--- src/hdl/svgp_isqrt.sv ---
// pipelined floor square root, one result bit per stage
// standalone; instantiated by spatial_voice_gain_pan
module svgp_isqrt #(
    parameter int RW = 25
) (
    input  logic            aclk,
    input  logic            en,
    input  logic [2*RW-1:0] radicand,
    output logic [RW-1:0]   root
);

    localparam int RMW = RW + 2;

    logic [RMW-1:0]  rem_reg  [RW];
    logic [RW-1:0]   root_reg [RW];
    logic [2*RW-1:0] val_reg  [RW];

    for (genvar g = 0; g < RW; g++) begin : g_st
        logic [RMW-1:0]  rem_i;
        logic [RW-1:0]   root_i;
        logic [2*RW-1:0] val_i;
        logic [RMW+1:0]  sh;
        logic [RMW+1:0]  trial;
        logic [RMW+1:0]  diff;
        logic            ge;

        if (g == 0) begin : g_first
            assign rem_i  = '0;
            assign root_i = '0;
            assign val_i  = radicand;
        end else begin : g_rest
            assign rem_i  = rem_reg[g-1];
            assign root_i = root_reg[g-1];
            assign val_i  = val_reg[g-1];
        end

        // bring down the next two radicand bits and try 4*root+1
        assign sh    = {rem_i, val_i[2*RW-1 -: 2]};
        assign trial = {2'b00, root_i, 2'b01};
        assign ge    = (sh >= trial);
        assign diff  = sh - trial;

        always_ff @(posedge aclk) begin
            if (en) begin
                rem_reg[g]  <= ge ? diff[RMW-1:0] : sh[RMW-1:0];
                root_reg[g] <= {root_i[RW-2:0], ge};
                val_reg[g]  <= {val_i[2*RW-3:0], 2'b00};
            end
        end
    end

    assign root = root_reg[RW-1];

endmodule

--- config.mk ---
export PLATFORM = sky130hd
export DESIGN_NAME = svgp_isqrt
export DESIGN_NICKNAME = d
export VERILOG_FILES = /design/src/hdl/svgp_isqrt.sv
export SDC_FILE = /design/constraint.sdc
export NUM_CORES = 2
export LEC_CHECK = 0
export ABC_AREA = 1
export BUFFER_PORTS_ARGS = -buffer_cell sky130_fd_sc_hd__buf_4
export CORE_ASPECT_RATIO = 1.75
export CORE_MARGIN = 10
export CORE_UTILIZATION = 55
export CTS_BUF_LIST = sky130_fd_sc_hd__clkbuf_2 sky130_fd_sc_hd__clkbuf_4 sky130_fd_sc_hd__clkbuf_8
export CTS_CLUSTER_DIAMETER = 30
export CTS_CLUSTER_SIZE = 8
export DETAILED_ROUTE_END_ITERATION = 8
export HOLD_SLACK_MARGIN = 0.1
export PLACE_DENSITY = 0.71
export SLEW_MARGIN = 20
export SYNTH_ARGS = -nofsm -noshare
export SYNTH_HDL_FRONTEND = slang
export SYNTH_SLANG_ARGS = --single-unit
--- constraint.sdc ---
create_clock -name aclk -period 2.4 [get_ports aclk]
set_input_delay 0 -clock aclk [delete_from_list [all_inputs] [get_ports aclk]]
set_output_delay 0 -clock aclk [all_outputs]
set_load 0.01 [all_outputs]
======== Yosys cells after proc, flatten, opt, wreduce, memory -nomap -nowiden ========
Memory sizes are Yosys's and may differ from the RTL's.
Cells that the tools add are included.
W data, S select, Z words.
storage, ports and cells
  register bits after elaboration ......... 0
  bits in writable memories ............... 2,500
  input bits .............................. 52
  output and inout bits ................... 25
  memories kept ........................... 3
operators by class
  $add $sub $neg .......................... 25
  magnitude comparators ................... 25
  mux-type cells .......................... 27
memory list
  name      words  width  rd ports  clocked after memory_dff  wr ports  RTL line  RTL
  val_reg   25     48     24        0                         25        16        logic [2*RW-1:0] val_reg [RW];
  rem_reg   25     27     24        0                         25        14        logic [RMW-1:0] rem_reg [RW];
  root_reg  25     25     25        0                         25        15        logic [RW-1:0] root_reg [RW];
operator list
  kind                   count
  $ge A29 B27 Y1         24
  $mux W27               25
  $sub A27 B27 Y27       24
  $sub A2 B1 Y3 const B  1
  $ge A2 B1 Y1 const B   1
  $mux W1                2

======== Longest topological paths before layout ========
An unclocked memory read counts as a cell.
  depth after elaboration ................. 3
  depth in mapped cells ................... 16

======== Least setup slack after synthesis ========
Ideal clock, no wire load.
  kind .................................... reg-to-reg
  start ................................... memory rem_reg[5][0] (netlist name)
  end ..................................... memory rem_reg[5][47] (netlist name) (data pin)
  setup time .............................. 0.253 ns
  data arrival time ....................... 1.742 ns
  setup slack ............................. 0.405 ns
  cell stages (with the launch flop) ...... 15
  buffers on the path ..................... 2
  period minus slack after synthesis ...... 1.995 ns
  cell sequence ........................... edfxtp_1 ha_1 buf_2 o21ai_0 nand2_2 nand2_1 nand2_1 nand2_1 nand2_1 nand2_2 nand2_4 inv_4 buf_6 nand2_1 nand2_1
RTL lines
  what                RTL line
  start: declaration  14

==> results.toml <==
[global_routing]
grt_max_degree = 90
antenna_found_initial = 4
grt_pass1_vias = 71700
overflow = 0
grt_pass1_wl_um = 397000
grt_usage_pct = 29.8

[floorplan]
die_w_um = 319
io_pins = 77
die_h_um = 543
rows = 191
die_area_mm2 = 0.173
start_util_pct = 55.4
coreArea_mm2 = 0.155

[clock_network]
clk_latency_ns = 0.96
cts.sinks = 1536
htree_levels = 5
clock-root-buffer = "clkbuf_8"
cts_tree = "done"
cts.clk_slew.worst_paths_ns = 0.06
clock_path_buffers = 4
numCtsBuffers = 281

[setup_path]
startpoint = "rem_reg[3][39]$_DFFE_PP_"
worstSetupStartpointType = "flop"
critPathRequiredTime_ns = 2.98
crit_type = "flop to flop"
cp_data_arrival_time_ns = 2.97
r2r_setup_slack_ns = 0.02
cp-end-kind = "flop"
r2r_start = "rem_reg[3][39]$_DFFE_PP_"
cp_max_fo = 21

[outcome]
violations = "design-rule violations"
status = "complete, but fails checks"

[timing]
whs_ns = 0.213
finClkSkew_ns = 0.0910
rsz0062_at_grt = "yes"
slew_headroom_pct = 56.6
finalSetupViolCount = 0
worstMarginPinSlew_ns = 0.651
maxSlewViolCount = 0
fmax_ghz = 0.419
setup_ws_ns = 0.0160
finalCriticalPeriod_ns = 2.38
setup_tns_ns = 0
fin_crit_sh_pct = 99.3
finalHoldViolCount = 0

[layout]
fin_nets = 11800
fin_area_mm2 = 0.105
area_growth_pct = 21.8
largest_register_ffs = 611
final_util_pct = 67.5
stdcell_count = 13500
drive_above_1_share_pct = 17.9
fillers = 12600

[route]
firstDrtPassIters = 9
drtAntennaViolNets = 0
drc = 2
via_per_inst = 5.26
vias = 71200
drtIter0Drc = 4791
wire_per_inst_um = 19.7
routed_wirelength_um = 266000

[yosys]
synthDistinctLibCells = 56
synth_nets = 10400
syn_inst = 9990
synth_area_leader_cell = "edfxtp_1"
ys_warn_count = 0
ys_ff_latch = 1536
syn_area_mm2 = 0.0858
synth_top_area_share_pct = 53.7
async_flop_share_pct = 0
synthFlopType = "edfxtp_1"
synthTopCellsByCount = "nand2_1 (3574), inv_1 (1808), edfxtp_1 (1536)"
yosysSeqAreaShare_pct = 53.7
synth_area_leaders = "edfxtp_1 (54%), nand2_1 (16%), inv_1 (7.9%)"
synth_enable_flop_cells = 1536
yosysMostFrequentCell = "nand2_1"
syn_avg_cell_area_um2 = 8.59

[placed_design]
place_ws_ns = -0.235
placed_area_mm2 = 0.0955
dp.cells = 12900
numPortBuffers = 76
gp_congestion = 0.991
dp_hpwl_um = 207000

[power_and_ir_drop]
power.internal_mw = 54.0
p_leak_nw = 49.2
p_comb_share_pct = 26.0
total_power_mw = 79.9
p_per_area_mw_per_mm2 = 764
ir_drop_mv = 0.696
switching_power_mw = 25.9
sequentialPowerShare_pct = 44.3
clkPwrFrac_pct = 29.7
p_sw_share_pct = 32.4

[min_path]
hold_class = "input port to flop"
hp-start = "en"

[run]
maxCapViolCount = 0
## worst paths after layout
kind | endpoint | cells after the start
max | rem_reg[3][56]$_DFFE_PP_ | 11
min | val_reg[1][33]$_DFFE_PP_ | 2
max reg2reg | rem_reg[3][56]$_DFFE_PP_ | 11
min reg2reg | val_reg[5][46]$_DFFE_PP_ | 0
## layout make-up
| cell class | instances | area [um2] | area share (%) |
|---|---|---|---|
| sequential | 1536 | 46100 | 44.1 |
| multi-input combinational | 6531 | 34100 | 32.6 |
| timing repair buffer | 1178 | 9720 | 9.30 |
| inverter | 1844 | 6980 | 6.68 |
| clock buffer | 303 | 4060 | 3.88 |
| tap | 2026 | 2530 | 2.42 |
| clock inverter | 112 | 1040 | 0.991 |
| antenna | 2 | 5.00 | 0.00479 |
## routing by layer
metal	up-vias	global-route usage, %	share of wire, %
li1	34700	-	-
met1	33000	28.0	33
met2	2424	55.8	53
met3	1078	3.83	4.1
met4	2	26.4	10
met5	-	0	0.0041
## cell usage in the layout (no fill, tap or decap), types with 21 or more instances in the layout
master and count:
a21oi_2 102, nand4_1 150, edfxtp_1 1536, nand3b_1 83, inv_1 1797, a21oi_1 222, nand2_1 3500, xnor2_1 69
nand3_1 551, clkinvlp_4 24, nor2_1 705, or2_2 28, buf_12 43, o21ai_0 92, clkinv_2 21, nor2_2 101
nor2_4 30, clkinv_1 30, nand2_2 95, xor2_1 176, dlygate4sd3_1 102, and2_1 25, ha_4 95, buf_4 1016
nor3_1 84, inv_2 33, ha_2 21, clkbuf_8 285, o21ai_1 34, ha_1 236
## power groups by stage
stage               logic, mW  clock network [mW]  registers [mW]
floorplan                11.3                   0            34.5
global placement         18.8                   0            35.7
detailed placement       19.0                   0            35.8
CTS                      19.5                24.2            35.3
global route             22.9                25.4            35.5
finish                   20.8                23.8            35.4
## critical path, stage by stage (launching register included)
cell      delay (ns)
edfxtp_1        0.44
ha_4            0.30
buf_4           0.13
nand2_1         0.09
inv_1           0.08
nand2_1         0.08
nor2_2          0.27
nand2_1         0.13
nand2_2         0.16
inv_6           0.12
nand2_1         0.09
nand2_1         0.16
## cells by family (layout without fill, tap and decap cells)
kind of cell	after synthesis	in the layout	share of synthesized area (%)
adder cells (fa/ha/maj)	352	352	5.13
XOR/XNOR	247	247	2.52
AND/OR/NAND/NOR	5423	5425	26.2
other	1	3	0.00437
buffers and inverters	1925	3437	8.91
flip-flops	1536	1536	53.7
AO/OA/AOI/OAI	506	506	3.48
## what timing repair did
| item | CTS | global route |
|---|---|---|
| cloned | 0 | 2 |
| resized for setup | 80 | 347 |
| hold buffers | 102 | 0 |
| pin swaps | 9 | 40 |
| setup buffers | 31 | 70 |
| hold endpoints to repair | 1569 | 0 |
| setup endpoints to repair | 178 | 422 |
No activity file was read; power rests on OpenSTA's default activity.
